File: src/hw/rtl/jsu_pkg.sv
// Shared types, constants and UTF-8 helpers of the JSON string unescaper.
// Depends on nothing; used by every module of the block.
package jsu_pkg;

  // Depth of the command queue between the decoder and the serializer.
  localparam int CMD_FIFO_DEPTH = 4;

  localparam logic [7:0] CH_QUOTE     = 8'h22;
  localparam logic [7:0] CH_BACKSLASH = 8'h5C;
  localparam logic [7:0] CH_SLASH     = 8'h2F;
  localparam logic [7:0] CH_LOWER_B   = 8'h62;
  localparam logic [7:0] CH_LOWER_F   = 8'h66;
  localparam logic [7:0] CH_LOWER_N   = 8'h6E;
  localparam logic [7:0] CH_LOWER_R   = 8'h72;
  localparam logic [7:0] CH_LOWER_T   = 8'h74;
  localparam logic [7:0] CH_LOWER_U   = 8'h75;

  localparam logic [15:0] HIGH_SURR_MIN = 16'hD800;
  localparam logic [15:0] HIGH_SURR_MAX = 16'hDBFF;
  localparam logic [15:0] LOW_SURR_MIN  = 16'hDC00;
  localparam logic [15:0] LOW_SURR_MAX  = 16'hDFFF;
  localparam logic [20:0] SUPP_BASE     = 21'h010000;

  typedef enum logic [2:0] {
    MODE_IDLE = 3'd0,
    MODE_STR  = 3'd1,
    MODE_ESC  = 3'd2,
    MODE_HEX  = 3'd3,
    MODE_PAIR = 3'd4
  } mode_t;

  // What the tail of one request's output is, after an optional released unit.
  typedef enum logic [2:0] {
    KIND_NONE = 3'd0,
    KIND_RAW  = 3'd1,
    KIND_CP   = 3'd2,
    KIND_DONE = 3'd3,
    KIND_ERR  = 3'd4
  } kind_t;

  // One command from the decoder: optionally a held high surrogate to be
  // written as three bytes, followed by the tail that kind describes.
  typedef struct packed {
    logic        rel;
    logic [15:0] held;
    kind_t       kind;
    logic [20:0] val;
  } cmd_t;

  function automatic logic [2:0] utf8_len(input logic [20:0] cp);
    logic [2:0] n;
    if (cp <= 21'h00007F) n = 3'd1;
    else if (cp <= 21'h0007FF) n = 3'd2;
    else if (cp <= 21'h00FFFF) n = 3'd3;
    else n = 3'd4;
    return n;
  endfunction

  // Byte j of the UTF-8 form of cp, whose length is len.
  function automatic logic [7:0] utf8_byte(input logic [20:0] cp, input logic [2:0] len,
                                           input logic [2:0] j);
    logic [7:0] b;
    b = 8'h00;
    case (len)
      3'd1: b = {1'b0, cp[6:0]};
      3'd2: begin
        case (j)
          3'd0:    b = {3'b110, cp[10:6]};
          default: b = {2'b10, cp[5:0]};
        endcase
      end
      3'd3: begin
        case (j)
          3'd0:    b = {4'b1110, cp[15:12]};
          3'd1:    b = {2'b10, cp[11:6]};
          default: b = {2'b10, cp[5:0]};
        endcase
      end
      default: begin
        case (j)
          3'd0:    b = {5'b11110, cp[20:18]};
          3'd1:    b = {2'b10, cp[17:12]};
          3'd2:    b = {2'b10, cp[11:6]};
          default: b = {2'b10, cp[5:0]};
        endcase
      end
    endcase
    return b;
  endfunction

endpackage

File: src/hw/rtl/jsu_front.sv
// Decoder front end: tracks the string state and turns each request into a command.
// Depends on jsu_pkg.
module jsu_front (
  input  logic          clk,
  input  logic          rst,
  input  logic          accept,
  input  logic [7:0]    in_byte,
  input  logic          end_of_input,
  output logic          cmd_valid,
  output jsu_pkg::cmd_t cmd
);
  import jsu_pkg::*;

  mode_t       mode, mode_next;
  logic [1:0]  hex_cnt, hex_cnt_next;
  logic [15:0] accum, accum_next;
  logic [15:0] held, held_next;
  logic [2:0]  stage, stage_next;

  logic        is_hex;
  logic [3:0]  hex_val;
  logic [15:0] acc_shift;
  logic        esc_simple;
  logic [7:0]  esc_byte;
  logic        shift_high;
  logic        shift_low;
  logic [20:0] pair_cp;

  always_comb begin
    is_hex  = 1'b1;
    hex_val = 4'd0;
    if (in_byte inside {[8'h30:8'h39]}) hex_val = in_byte[3:0];
    else if (in_byte inside {[8'h61:8'h66], [8'h41:8'h46]}) hex_val = in_byte[3:0] + 4'd9;
    else is_hex = 1'b0;
  end

  always_comb begin
    esc_simple = 1'b1;
    esc_byte   = in_byte;
    case (in_byte)
      CH_QUOTE, CH_BACKSLASH, CH_SLASH: esc_byte = in_byte;
      CH_LOWER_B: esc_byte = 8'h08;
      CH_LOWER_F: esc_byte = 8'h0C;
      CH_LOWER_N: esc_byte = 8'h0A;
      CH_LOWER_R: esc_byte = 8'h0D;
      CH_LOWER_T: esc_byte = 8'h09;
      default:    esc_simple = 1'b0;
    endcase
  end

  assign acc_shift  = {accum[11:0], hex_val};
  assign shift_high = (acc_shift >= HIGH_SURR_MIN) && (acc_shift <= HIGH_SURR_MAX);
  assign shift_low  = (acc_shift >= LOW_SURR_MIN) && (acc_shift <= LOW_SURR_MAX);
  assign pair_cp    = {1'b0, held[9:0], acc_shift[9:0]} + SUPP_BASE;

  // Next state.
  always_comb begin
    mode_next    = mode;
    hex_cnt_next = hex_cnt;
    accum_next   = accum;
    held_next    = held;
    stage_next   = stage;
    case (mode)
      MODE_IDLE: begin
        if (!end_of_input && in_byte == CH_QUOTE) mode_next = MODE_STR;
      end
      MODE_STR: begin
        if (end_of_input || in_byte == CH_QUOTE) mode_next = MODE_IDLE;
        else if (in_byte == CH_BACKSLASH) mode_next = MODE_ESC;
      end
      MODE_ESC: begin
        if (end_of_input) mode_next = MODE_IDLE;
        else if (esc_simple) mode_next = MODE_STR;
        else if (in_byte == CH_LOWER_U) begin
          mode_next    = MODE_HEX;
          hex_cnt_next = 2'd0;
          accum_next   = 16'd0;
        end else mode_next = MODE_IDLE;
      end
      MODE_HEX: begin
        if (end_of_input || !is_hex) mode_next = MODE_IDLE;
        else begin
          accum_next   = acc_shift;
          hex_cnt_next = hex_cnt + 2'd1;
          if (hex_cnt == 2'd3) begin
            if (shift_high) begin
              mode_next  = MODE_PAIR;
              held_next  = acc_shift;
              stage_next = 3'd0;
            end else mode_next = MODE_STR;
          end
        end
      end
      MODE_PAIR: begin
        if (end_of_input) mode_next = MODE_IDLE;
        else if (stage == 3'd0) begin
          if (in_byte == CH_BACKSLASH) stage_next = 3'd1;
          else if (in_byte == CH_QUOTE) mode_next = MODE_IDLE;
          else mode_next = MODE_STR;
        end else if (stage == 3'd1) begin
          if (in_byte == CH_LOWER_U) begin
            stage_next = 3'd2;
            accum_next = 16'd0;
          end else if (esc_simple) mode_next = MODE_STR;
          else mode_next = MODE_IDLE;
        end else begin
          if (!is_hex) mode_next = MODE_IDLE;
          else begin
            accum_next = acc_shift;
            stage_next = stage + 3'd1;
            if (stage == 3'd5) begin
              // A second high surrogate takes the place of the released one.
              if (!shift_low && shift_high) begin
                held_next  = acc_shift;
                stage_next = 3'd0;
              end else mode_next = MODE_STR;
            end
          end
        end
      end
      default: mode_next = MODE_IDLE;
    endcase
  end

  // Command for the serializer.
  always_comb begin
    cmd.rel  = 1'b0;
    cmd.held = held;
    cmd.kind = KIND_NONE;
    cmd.val  = {13'd0, in_byte};
    case (mode)
      MODE_IDLE: begin
        if (end_of_input || in_byte != CH_QUOTE) cmd.kind = KIND_ERR;
      end
      MODE_STR: begin
        if (end_of_input) cmd.kind = KIND_ERR;
        else if (in_byte == CH_QUOTE) cmd.kind = KIND_DONE;
        else if (in_byte != CH_BACKSLASH) cmd.kind = KIND_RAW;
      end
      MODE_ESC: begin
        if (end_of_input) cmd.kind = KIND_ERR;
        else if (esc_simple) begin
          cmd.kind = KIND_RAW;
          cmd.val  = {13'd0, esc_byte};
        end else if (in_byte != CH_LOWER_U) cmd.kind = KIND_ERR;
      end
      MODE_HEX: begin
        if (end_of_input || !is_hex) cmd.kind = KIND_ERR;
        else if (hex_cnt == 2'd3 && !shift_high) begin
          cmd.kind = KIND_CP;
          cmd.val  = {5'd0, acc_shift};
        end
      end
      MODE_PAIR: begin
        if (end_of_input) begin
          cmd.rel  = 1'b1;
          cmd.kind = KIND_ERR;
        end else if (stage == 3'd0) begin
          if (in_byte != CH_BACKSLASH) begin
            cmd.rel  = 1'b1;
            cmd.kind = (in_byte == CH_QUOTE) ? KIND_DONE : KIND_RAW;
          end
        end else if (stage == 3'd1) begin
          if (in_byte != CH_LOWER_U) begin
            cmd.rel = 1'b1;
            if (esc_simple) begin
              cmd.kind = KIND_RAW;
              cmd.val  = {13'd0, esc_byte};
            end else cmd.kind = KIND_ERR;
          end
        end else if (!is_hex) begin
          cmd.rel  = 1'b1;
          cmd.kind = KIND_ERR;
        end else if (stage == 3'd5) begin
          if (shift_low) begin
            cmd.kind = KIND_CP;
            cmd.val  = pair_cp;
          end else begin
            cmd.rel = 1'b1;
            if (!shift_high) begin
              cmd.kind = KIND_CP;
              cmd.val  = {5'd0, acc_shift};
            end
          end
        end
      end
      default: cmd.kind = KIND_ERR;
    endcase
  end

  assign cmd_valid = accept && (cmd.rel || cmd.kind != KIND_NONE);

  always_ff @(posedge clk) begin
    if (rst) begin
      mode    <= MODE_IDLE;
      hex_cnt <= 2'd0;
      accum   <= 16'd0;
      held    <= 16'd0;
      stage   <= 3'd0;
    end else if (accept) begin
      mode    <= mode_next;
      hex_cnt <= hex_cnt_next;
      accum   <= accum_next;
      held    <= held_next;
      stage   <= stage_next;
    end
  end

endmodule

File: src/hw/rtl/jsu_fifo.sv
// Command queue between the decoder and the byte serializer.
// Depends on jsu_pkg for the command type.
module jsu_fifo #(
  parameter int DEPTH = jsu_pkg::CMD_FIFO_DEPTH
) (
  input  logic          clk,
  input  logic          rst,
  input  logic          wr_en,
  input  jsu_pkg::cmd_t wr_data,
  input  logic          rd_en,
  output jsu_pkg::cmd_t rd_data,
  output logic          full,
  output logic          nonempty
);
  import jsu_pkg::*;

  localparam int PTR_W = (DEPTH > 1) ? $clog2(DEPTH) : 1;
  localparam int CNT_W = $clog2(DEPTH + 1);

  cmd_t             mem [DEPTH];
  logic [PTR_W-1:0] wr_ptr, rd_ptr;
  logic [CNT_W-1:0] count;

  function automatic logic [PTR_W-1:0] bump(input logic [PTR_W-1:0] p);
    return (p == PTR_W'(DEPTH - 1)) ? '0 : p + 1'b1;
  endfunction

  assign full     = (count == CNT_W'(DEPTH));
  assign nonempty = (count != '0);
  assign rd_data  = mem[rd_ptr];

  always_ff @(posedge clk) begin
    if (wr_en) mem[wr_ptr] <= wr_data;
  end

  always_ff @(posedge clk) begin
    if (rst) begin
      wr_ptr <= '0;
      rd_ptr <= '0;
      count  <= '0;
    end else begin
      if (wr_en) wr_ptr <= bump(wr_ptr);
      if (rd_en) rd_ptr <= bump(rd_ptr);
      if (wr_en && !rd_en) count <= count + 1'b1;
      else if (rd_en && !wr_en) count <= count - 1'b1;
    end
  end

endmodule

File: src/hw/rtl/jsu_back.sv
// Back end: expands one command at a time into results, one per cycle while pop is high.
// Depends on jsu_pkg for the command type and the UTF-8 helpers.
module jsu_back (
  input  logic          clk,
  input  logic          rst,
  input  logic          q_nonempty,
  input  jsu_pkg::cmd_t q_data,
  output logic          q_pop,
  input  logic          pop,
  output logic          empty,
  output logic [7:0]    out_byte,
  output logic          byte_valid,
  output logic          string_done,
  output logic          error_flag,
  output logic          last
);
  import jsu_pkg::*;

  cmd_t       cur;
  logic       cur_valid;
  logic [2:0] idx;

  logic [2:0] base;
  logic [2:0] tail_len;
  logic [2:0] cp_len;
  logic [2:0] total;
  logic [2:0] j;
  logic       is_last;

  assign cp_len = utf8_len(cur.val);
  assign base   = cur.rel ? 3'd3 : 3'd0;

  always_comb begin
    case (cur.kind)
      KIND_RAW, KIND_DONE, KIND_ERR: tail_len = 3'd1;
      KIND_CP:  tail_len = cp_len;
      default:  tail_len = 3'd0;
    endcase
  end

  assign total   = base + tail_len;
  assign j       = idx - base;
  assign is_last = (idx == total - 3'd1);

  always_comb begin
    out_byte    = 8'h00;
    byte_valid  = 1'b0;
    string_done = 1'b0;
    error_flag  = 1'b0;
    if (cur.rel && idx < 3'd3) begin
      out_byte   = utf8_byte({5'd0, cur.held}, 3'd3, idx);
      byte_valid = 1'b1;
    end else begin
      case (cur.kind)
        KIND_RAW: begin
          out_byte   = cur.val[7:0];
          byte_valid = 1'b1;
        end
        KIND_CP: begin
          out_byte   = utf8_byte(cur.val, cp_len, j);
          byte_valid = 1'b1;
        end
        KIND_DONE: string_done = 1'b1;
        KIND_ERR:  error_flag = 1'b1;
        default:   out_byte = 8'h00;
      endcase
    end
  end

  assign empty = !cur_valid;
  assign last  = is_last;
  assign q_pop = q_nonempty && (!cur_valid || (pop && is_last));

  always_ff @(posedge clk) begin
    if (q_pop) cur <= q_data;
  end

  always_ff @(posedge clk) begin
    if (rst) begin
      cur_valid <= 1'b0;
      idx       <= 3'd0;
    end else if (!cur_valid || (pop && is_last)) begin
      cur_valid <= q_nonempty;
      idx       <= 3'd0;
    end else if (pop) begin
      idx <= idx + 3'd1;
    end
  end

endmodule

File: src/hw/rtl/json_string_unescape.sv
// Top level of the streaming JSON string unescaper.
// Depends on jsu_pkg, jsu_front, jsu_fifo and jsu_back.
//
// The block takes the raw bytes of one quoted JSON string, opening quote first,
// one request per clock, and gives out the decoded UTF-8 bytes as result
// requests: plain bytes pass through, the simple escapes become their
// characters, and \uXXXX escapes, surrogate pairs included, are written as
// UTF-8. A result with string_done marks the closing quote and one with
// error_flag marks malformed or unterminated input; bytes already given out
// for that string should then be discarded. The last flag marks the final
// result caused by one input request. An input request is decoded in the cycle
// it is accepted and yields zero to six results. Its command is written into
// the queue when the request is accepted, and the serializer loads it from the
// queue once it is free; results are driven from the serializer's registered
// command. Results then leave at one per cycle while pop stays
// high. Input is taken every cycle as long as the command
// queue (FIFO_DEPTH entries, one per input request that yields any result)
// has room, so the sustained input rate is one request per cycle when most
// bytes decode to a single result, and the rate of long escapes is set by the
// serializer writing one output byte per cycle.
module json_string_unescape #(
  parameter int FIFO_DEPTH = jsu_pkg::CMD_FIFO_DEPTH
) (
  input  logic       clk,
  input  logic       rst,
  input  logic       push,
  output logic       full,
  input  logic [7:0] in_byte,
  input  logic       end_of_input,
  output logic       empty,
  input  logic       pop,
  output logic [7:0] out_byte,
  output logic       byte_valid,
  output logic       string_done,
  output logic       error_flag,
  output logic       last
);
  import jsu_pkg::*;

  logic accept;
  logic cmd_valid;
  cmd_t cmd;
  cmd_t q_data;
  logic q_pop;
  logic q_nonempty;

  // An input request is taken whenever the command queue has room, even one
  // that yields no result, so the decoder state always moves in step.
  assign accept = push && !full;

  jsu_front u_front (
    .clk          (clk),
    .rst          (rst),
    .accept       (accept),
    .in_byte      (in_byte),
    .end_of_input (end_of_input),
    .cmd_valid    (cmd_valid),
    .cmd          (cmd)
  );

  jsu_fifo #(
    .DEPTH (FIFO_DEPTH)
  ) u_fifo (
    .clk      (clk),
    .rst      (rst),
    .wr_en    (cmd_valid),
    .wr_data  (cmd),
    .rd_en    (q_pop),
    .rd_data  (q_data),
    .full     (full),
    .nonempty (q_nonempty)
  );

  // The serializer holds the command in work and walks its bytes in order.
  jsu_back u_back (
    .clk         (clk),
    .rst         (rst),
    .q_nonempty  (q_nonempty),
    .q_data      (q_data),
    .q_pop       (q_pop),
    .pop         (pop),
    .empty       (empty),
    .out_byte    (out_byte),
    .byte_valid  (byte_valid),
    .string_done (string_done),
    .error_flag  (error_flag),
    .last        (last)
  );

endmodule

File: config.mk
export PLATFORM = sky130hd
export DESIGN_NAME = json_string_unescape
export DESIGN_NICKNAME = d
export VERILOG_FILES = /design/src/hw/rtl/jsu_pkg.sv /design/src/hw/rtl/jsu_front.sv /design/src/hw/rtl/jsu_fifo.sv /design/src/hw/rtl/jsu_back.sv /design/src/hw/rtl/json_string_unescape.sv
export SDC_FILE = /design/constraint.sdc
export NUM_CORES = 1
export LEC_CHECK = 0
export CORE_MARGIN = 3
export CORE_UTILIZATION = 60
export DETAILED_ROUTE_END_ITERATION = 10
export DONT_BUFFER_PORTS = 1
export PLACE_DENSITY = 0.76
export REMOVE_ABC_BUFFERS = 1
export SLEW_MARGIN = 20
export SYNTH_ARGS = -nofsm -noshare
export SYNTH_HDL_FRONTEND = slang
export SYNTH_SLANG_ARGS = --single-unit
File: constraint.sdc
create_clock -name clk -period 6.8 [get_ports clk]
set_input_delay 0.68 -clock clk [delete_from_list [all_inputs] [get_ports clk]]
set_output_delay 0.68 -clock clk [all_outputs]
set_load 0.01 [all_outputs]
==> qor.csv, run 1 <==
stage,metric,value,unit
placement,place.gp.congestion,0.9423,
sta,rsz0062_at_grt,false,
logic_synthesis,synth_area_leaders,"edfxtp_1 53%, dfxtp_1 8.1%, mux4_2 8.0%",
clock_tree,clock-sinks,252,
power_and_ir_drop,vdd_ir_drop_max,0.2394,mV
logic_synthesis,ys_types,77,
detailed_routing,drtIter0Drc,647,
logic_synthesis,ys.warnings.count,0,
detailed_routing,viasPerCell,6.612,
logic_synthesis,synthArstFlopShare,0,%
detailed_routing,dr.pass1.iters,5,
worst_setup_path,worstPathCellList,"or4_1, nor2_1, a31oi_1, nand2_1, ha_1, inv_1, ha_1, xor2_1, xnor2_1, xnor2_1, a41o_1, a21boi_4, buf_4, inv_1, ha_1, inv_1, fa_1, xor2_1, or3_1, a21oi_1",
clock_tree,cts_hold_buf,0,
final_layout,final_cell_mix,"205 x edfxtp_1, 59 x nor2_1, 45 x a21oi_1, 45 x dfxtp_1, 41 x mux4_2",
clock_tree,tritoncts,yes,
placement,place.detailed.hpwl,18060,µm
clock_tree,post_cts.repair.setup_buffers,0,
worst_setup_path,crit_required,7.24,ns
sta,fmax,195.2,MHz
floorplanning,initial_utilization,61.58,%
sta,drv_slew,0,
power_and_ir_drop,p_total,4670,µW
floorplanning,core,0.01883,mm²
detailed_routing,post_drt_wl_per_cell,24.16,µm
sta,fin_worst_skew,0.01561,ns
placement,dpl.cell_count,1072,
logic_synthesis,synthCells,846,
grt,antenna_found_initial,0,
logic_synthesis,ys_ff_latch,252,
logic_synthesis,seq_area_frac_synth,61.20,%
floorplanning,die_w,145.0,µm
final_layout,area_delta_synth_final,9.333,%
final_layout,nFillCells,1327,
worst_setup_path,cp_max_fo,44,
final_layout,stdcell_count,1118,
final_layout,drive_gt1_share,13.64,%
logic_synthesis,netlist.top_cell.by_area,edfxtp_1,
final_layout,fin_nets,876,
clock_tree,cts.path.max_buffers,3,
sta,min_period_over_period,75.33,%
sta,tns,0,ns
grt,grt_pass1_vias,7470,
grt,grt_max_degree,45,
sta,setup_violations,0,
floorplanning,rows,50,
placement,port_buffers,0,
logic_synthesis,syn-cell-area,0.01160,mm²
worst_setup_path,start_kind,register,
sta,tightest_slew,0.9944,ns
sta,min_period,5.122,ns
detailed_routing,drcViolationCount,0,
logic_synthesis,synth_top_area_share,53.09,%
final_layout,antenna_cells,0,
sta,slew-limit-headroom,32.87,%
clock_tree,cts.reportedPaths.clkPinSlew,0.06,ns
power_and_ir_drop,power_density,368.4,mW/mm²
detailed_routing,drt_wl_total,27010,µm
logic_synthesis,syn_area_per_cell,13.71,µm²
worst_setup_path,cp_slowest_cell,nor2_1,
grt,grt_usage,25.54,%
detailed_routing,route.vias.total,7392,
grt,grt.overflow.total,0,
floorplanning,die_h,145.0,µm
grt,grt_pass1_wl,42310,µm
hold_path,hold_path_class,in2reg,
clock_tree,h-tree-depth,1,
power_and_ir_drop,leakage,0.004246,µW
status,status,completed,
job,maxCapViolCount,0,
worst_setup_path,critPathKind,reg2reg,
detailed_routing,antenna_left,0,
final_layout,fin_util,67.33,%
logic_synthesis,synthFlopType,edfxtp_1,
clock_tree,cts-root-buf,clkbuf_16,
floorplanning,die_area,0.02103,mm²
worst_setup_path,crit_path_end_kind,register,
worst_setup_path,arrival,5.56,ns
floorplanning,pin_count,27,
clock_tree,clkLatencyLatePin,0.52,ns
final_layout,layout_commonest_cell,edfxtp_1,
clock_tree,cts-buffers-inserted,25,
logic_synthesis,synth_edf_count,205,
worst_setup_path,max_stage_delay,0.68,ns
sta,hold_viol,0,
clock_tree,cts_resized,0,
[critical path, delay by kind of cell (launching register included)]
kind            cells  cell delay, ns
compound gates      4            0.81
xor+xnor            4            0.63
fa+ha+maj           4            0.99
buf+inv             4            0.55
flops               1            0.38
simple gates        4            1.70
[kinds of logic after synthesis]
logic type | after synthesis | share of synthesized area (%)
buffers and inverters | 78 | 2.622
XOR/XNOR | 17 | 1.284
AO/OA/AOI/OAI | 200 | 12.50
multiplexers | 60 | 9.668
AND/OR/NAND/NOR | 215 | 10.01
flip-flops | 252 | 61.20
adder cells (fa/ha/maj) | 24 | 2.719
[cell usage after synthesis (all sizes together), types with 6 or more instances]
library cell / n
ha: 22
xor2: 8
clkbuf: 28
nor2b: 10
nand2: 34
and2: 10
nor3: 11
nand2b: 16
nand3: 11
and3: 6
nor2: 59
edfxtp: 205
a21oi: 46
or3: 11
inv: 34
a31oi: 14
a211oi: 9
o21ai: 25
buf: 16
dfxtp: 47
o22ai: 6
a22oi: 7
mux4: 41
mux2i: 16
o211ai: 10
xnor2: 9
nor4: 6
a22o: 19
o221ai: 8
a221oi: 8
[state kept, by name (all words and copies together), names as in the netlist]
signal / cells
u_back.idx: 3
u_front.held: 16
u_front.hex_cnt: 2
u_fifo.wr_ptr: 2
u_front.mode: 3
u_fifo.mem: 164
u_back.cur_valid: 1
u_back.cur: 41
u_fifo.count: 3
u_front.accum: 12
u_front.stage: 3
u_fifo.rd_ptr: 2
[layer usage]
metal	share of wire [%]	up-vias	GRT usage (%)
li1	-	3315	-
met1	43	3691	36.34
met2	46	324	39.60
met3	7.5	62	5.996
met4	3.2	0	8.361
met5	0	-	0
[final cells by class]
| cell class | instances | area (µm²) | area share, % |
|---|---|---|---|
| sequential | 252 | 7102 | 56.02 |
| clock inverter | 8 | 100.1 | 0.7895 |
| clock buffer | 38 | 714.4 | 5.635 |
| inverter | 34 | 127.6 | 1.007 |
| multi-input combinational | 516 | 4234 | 33.40 |
| tap | 260 | 325.3 | 2.566 |
| timing repair buffer | 10 | 75.07 | 0.5921 |
[final timing paths]
path	cells past startpoint	slack (ns)	from	endpoint
worst min register to register	2	0.47	u_front.stage[1]$_SDFFE_PP0P_	u_front.stage[1]$_SDFFE_PP0P_
worst max-delay path	20	1.68	u_back.cur[19]$_DFFE_PP_	u_fifo.count[2]$_SDFFE_PP0P_
worst max register to register	20	1.68	u_back.cur[19]$_DFFE_PP_	u_fifo.count[2]$_SDFFE_PP0P_
worst min-delay path	1	0.23	rst	u_front.stage[0]$_SDFFE_PP0P_
[through the flow]
step	hold WS, ns	area (µm²)	worst slack [ns]
floorplan	0.4435	11420	0.6614
detailed placement	0.4596	11840	1.707
finish	0.2252	12680	1.678
global route	0.2078	12680	1.203
global placement	0.4511	11840	1.787
CTS	0.2094	12660	1.695
[power breakdown]
group | total (µW) | internal [µW] | switching, µW
sequential | 2160 | 2000 | 160
clock | 1340 | 802 | 541
combinational | 1170 | 480 | 688
Note: power is estimated with default switching activity, not from simulation.
==> run 2: changes to the inputs <==
ABC_AREA = 1   (was not set)
CORE_UTILIZATION = 58   (was 60)
clock period = 4.17 ns   (was 6.8 ns; I/O delays follow)
==> qor.csv, run 2 <==
stage,metric,value,unit
sta,min_period,3.918,ns
logic_synthesis,synth_xor_area_share,0.9385,%
final_layout,layout_commonest_cell,edfxtp_1,
grt,grt_pass1_vias,8809,
worst_setup_path,cp_max_fo,6,
sta,tns,0,ns
worst_setup_path,cp_slowest_cell,fa_1,
placement,place.detailed.hpwl,20560,µm
power_and_ir_drop,p_seq_share,41.4,%
logic_synthesis,synthAdderAreaFrac,2.599,%
power_and_ir_drop,vdd_ir_drop_max,0.4225,mV
clock_tree,cts-root-buf,clkbuf_16,
worst_setup_path,arrival,3.50,ns
worst_setup_path,critPathKind,reg2out,
detailed_routing,viasPerCell,6.047,
grt,met3_usage,3.432,%
hold_path,hold_path_class,in2reg,
clock_tree,h-tree-depth,1,
detailed_routing,dr.pass1.iters,5,
placement,place.gp.congestion,0.9903,
detailed_routing,antenna_left,0,
logic_synthesis,synth_compound_area_share,16.46,%
worst_setup_path,start_kind,register,
logic_synthesis,synth_common_cells,"205 x edfxtp_1, 176 x nor2_1, 148 x o21ai_0",
floorplanning,pin_count,27,
logic_synthesis,netlist.top_cell.by_area,edfxtp_1,
clock_tree,cts.path.max_buffers,3,
logic_synthesis,syn_area_per_cell,9.776,µm²
floorplanning,core,0.02036,mm²
logic_synthesis,synthArstFlopShare,0,%
grt,gr-usage-met1,37.84,%
sta,tightest_slew,0.9474,ns
logic_synthesis,synthSimpleGateAreaFrac,15.52,%
hold_path,holdPathStages,1,
power_and_ir_drop,power_density,759.9,mW/mm²
final_layout,antenna_cells,0,
power_and_ir_drop,power.share.combinational,37.4,%
worst_setup_path,worstPathCellList,"inv_1, ha_1, inv_1, fa_1, inv_1, nand2_1, inv_1, nor2_1, inv_1, o2111ai_1, nand2_1, nand2_1, o21ai_0, a22oi_1",
hold_path,min_from,rst,
grt,grt_max_degree,85,
floorplanning,die_w,150.6,µm
detailed_routing,drt_wl_total,30170,µm
floorplanning,die_area,0.02269,mm²
floorplanning,rows,52,
logic_synthesis,ys.warnings.count,0,
logic_synthesis,ys_ff_latch,252,
grt,grtUsageMet2,44.70,%
power_and_ir_drop,clkPwrFrac,21.2,%
job,maxCapViolCount,0,
placement,dpl_cell_area,0.01245,mm²
sta,whs,0.04388,ns
sta,rsz0062_at_grt,false,
power_and_ir_drop,p_switching,3952,µW
sta,hold_viol,0,
placement,port_buffers,0,
sta,fmax,255.2,MHz
sta,drv_slew,0,
power_and_ir_drop,p_int,6127,µW
logic_synthesis,yosysMostFrequentCell,edfxtp_1,
clock_tree,cts.reportedPaths.clkPinSlew,0.06,ns
worst_setup_path,crit_path_end_kind,output port,
logic_synthesis,synthCells,1241,
logic_synthesis,ys_types,44,
final_layout,drive_gt1_share,9.603,%
clock_tree,clkLatencyLatePin,0.52,ns
logic_synthesis,syn-cell-area,0.01213,mm²
detailed_routing,drtIter0Drc,942,
clock_tree,clock-sinks,252,
sta,slew-limit-headroom,36.61,%
floorplanning,initial_utilization,59.57,%
worst_setup_path,crit_required,3.75,ns
final_layout,largest_reg_flops,164,
worst_setup_path,max_stage_delay,0.55,ns
detailed_routing,post_drt_wl_per_cell,19.72,µm
logic_synthesis,synth_top_family_by_area,compound AO/OA/AOI/OAI gates,
final_layout,fin_nets,1278,
final_layout,reg_top3,"u_fifo.mem x164, u_back.cur x41, u_front.held x16",
clock_tree,tritoncts,yes,
sta,min_period_over_period,93.96,%
worst_setup_path,crit_top_cell,inv_1,
detailed_routing,drcViolationCount,0,
logic_synthesis,synth_top_area_share,50.74,%
status,status,completed,
final_layout,finalInstanceArea,0.01326,mm²
grt,antenna_found_initial,0,
clock_tree,cts-buffers-inserted,25,
final_layout,final_cell_mix,"205 x edfxtp_1, 171 x nor2_1, 148 x o21ai_0",
logic_synthesis,synthFlopType,edfxtp_1,
worst_setup_path,crit_start,u_back.idx[0]$_SDFFE_PP0P_,
floorplanning,die_h,150.6,µm
detailed_routing,route.vias.total,9252,
sta,setup_violations,0,
sta,fin_worst_skew,0.01175,ns
final_layout,regMostFlops,u_fifo.mem,
grt,grt-busiest-layer,met2,
power_and_ir_drop,leakage,0.004790,µW
logic_synthesis,seq_area_frac_synth,58.50,%
logic_synthesis,muxShareOfSynthArea,0,%
worst_setup_path,reg2reg_depth,25,
final_layout,area_delta_synth_final,9.323,%
grt,grt_pass1_wl,47670,µm
power_and_ir_drop,swShare,39.21,%
grt,grt_usage,27.06,%
logic_synthesis,synth_edf_count,205,
grt,grt.overflow.total,0,
worst_setup_path,timing.rr.start,u_back.cur[14]$_DFFE_PP_,
logic_synthesis,synth_area_leaders,"edfxtp_1 51%, dfxtp_1 7.8%, o21ai_0 6.1%",
## run 2: cell count changes after synthesis, moves of 16 or more
| cell | delta |
|---|---|
| mux2i_1 | -16 |
| inv_1 | +84 |
| o22ai_1 | +42 |
| nand3_1 | +51 |
| nand2_1 | +106 |
| a22o_1 | -19 |
| o21ai_0 | +123 |
| mux4_2 | -41 |
| nand2b_1 | -16 |
| a21oi_1 | +26 |
| nor2_1 | +117 |
## run 2: final timing paths
kind | end | slack [ns]
worst max-delay path | out_byte[2] | 0.25
worst min-delay path | u_back.cur_valid$_SDFFE_PP0P_ | 0.04
worst max register to register | u_fifo.count[2]$_SDFFE_PP0P_ | 0.48
worst min register to register | u_front.hex_cnt[1]$_SDFFE_PP0P_ | 0.47
## run 2: routing by layer
layer | routed length [µm] | share of wire, %
met5 | 0 | 0
met4 | 850 | 2.8
met3 | 2077 | 6.9
met2 | 14430 | 48
met1 | 12810 | 42
## run 2: logic make-up after synthesis
kind of cell	after synthesis
flops	252
fa+ha+maj	24
simple gates	431
xor+xnor	13
buf+inv	179
compound gates	342
## run 2: area by class of cell
type / instances / area, µm²
flip-flops and latches: 252 / 7098
fillers: 1621 / 7102
inverters: 132 / 498.0
well taps: 270 / 337.8
clock inverters: 14 / 122.6
multi-input cells: 810 / 4354
repair buffers: 20 / 190.2
clock buffers: 32 / 661.9
## run 2: stage by stage
step           setup slack (ns)  util, %  total power, µW  cells
6_report                 0.2520    65.13            10080   1530
4_1_cts                  0.2889    65.05            10060   1530
2_1_floorplan            0.1766        -             6551   1194
3_5_place_dp             0.4454    61.15             7927   1483
3_3_place_gp             0.5191    61.15             7825   1483
5_1_grt                 0.04635    65.13            10690   1530
## run 2: what timing repair did
action | in CTS | in global routing
buffers inserted | 0 | 0
endpoints found under the setup margin | 0 | 1
hold buffers | 1 | 0
endpoints found under the hold margin | 9 | 0
gates resized for setup | 0 | 4
## run 2: worst max-delay path: cells and delay by family (launching register included)
family	cells	cell delay, ns
buffers and inverters	5	0.61
AOI/OAI and AO/OA	3	0.55
adders and majority gates	2	0.69
and+or+nand+nor	4	0.77
DFF	1	0.39
## run 2: power groups by stage
stage	registers [µW]	clock network (µW)	logic, µW
2_1_floorplan	4200	0	2350
3_3_place_gp	4180	0	3640
3_5_place_dp	4210	0	3720
4_1_cts	4170	2160	3740
5_1_grt	4240	2260	4190
6_report	4170	2140	3770
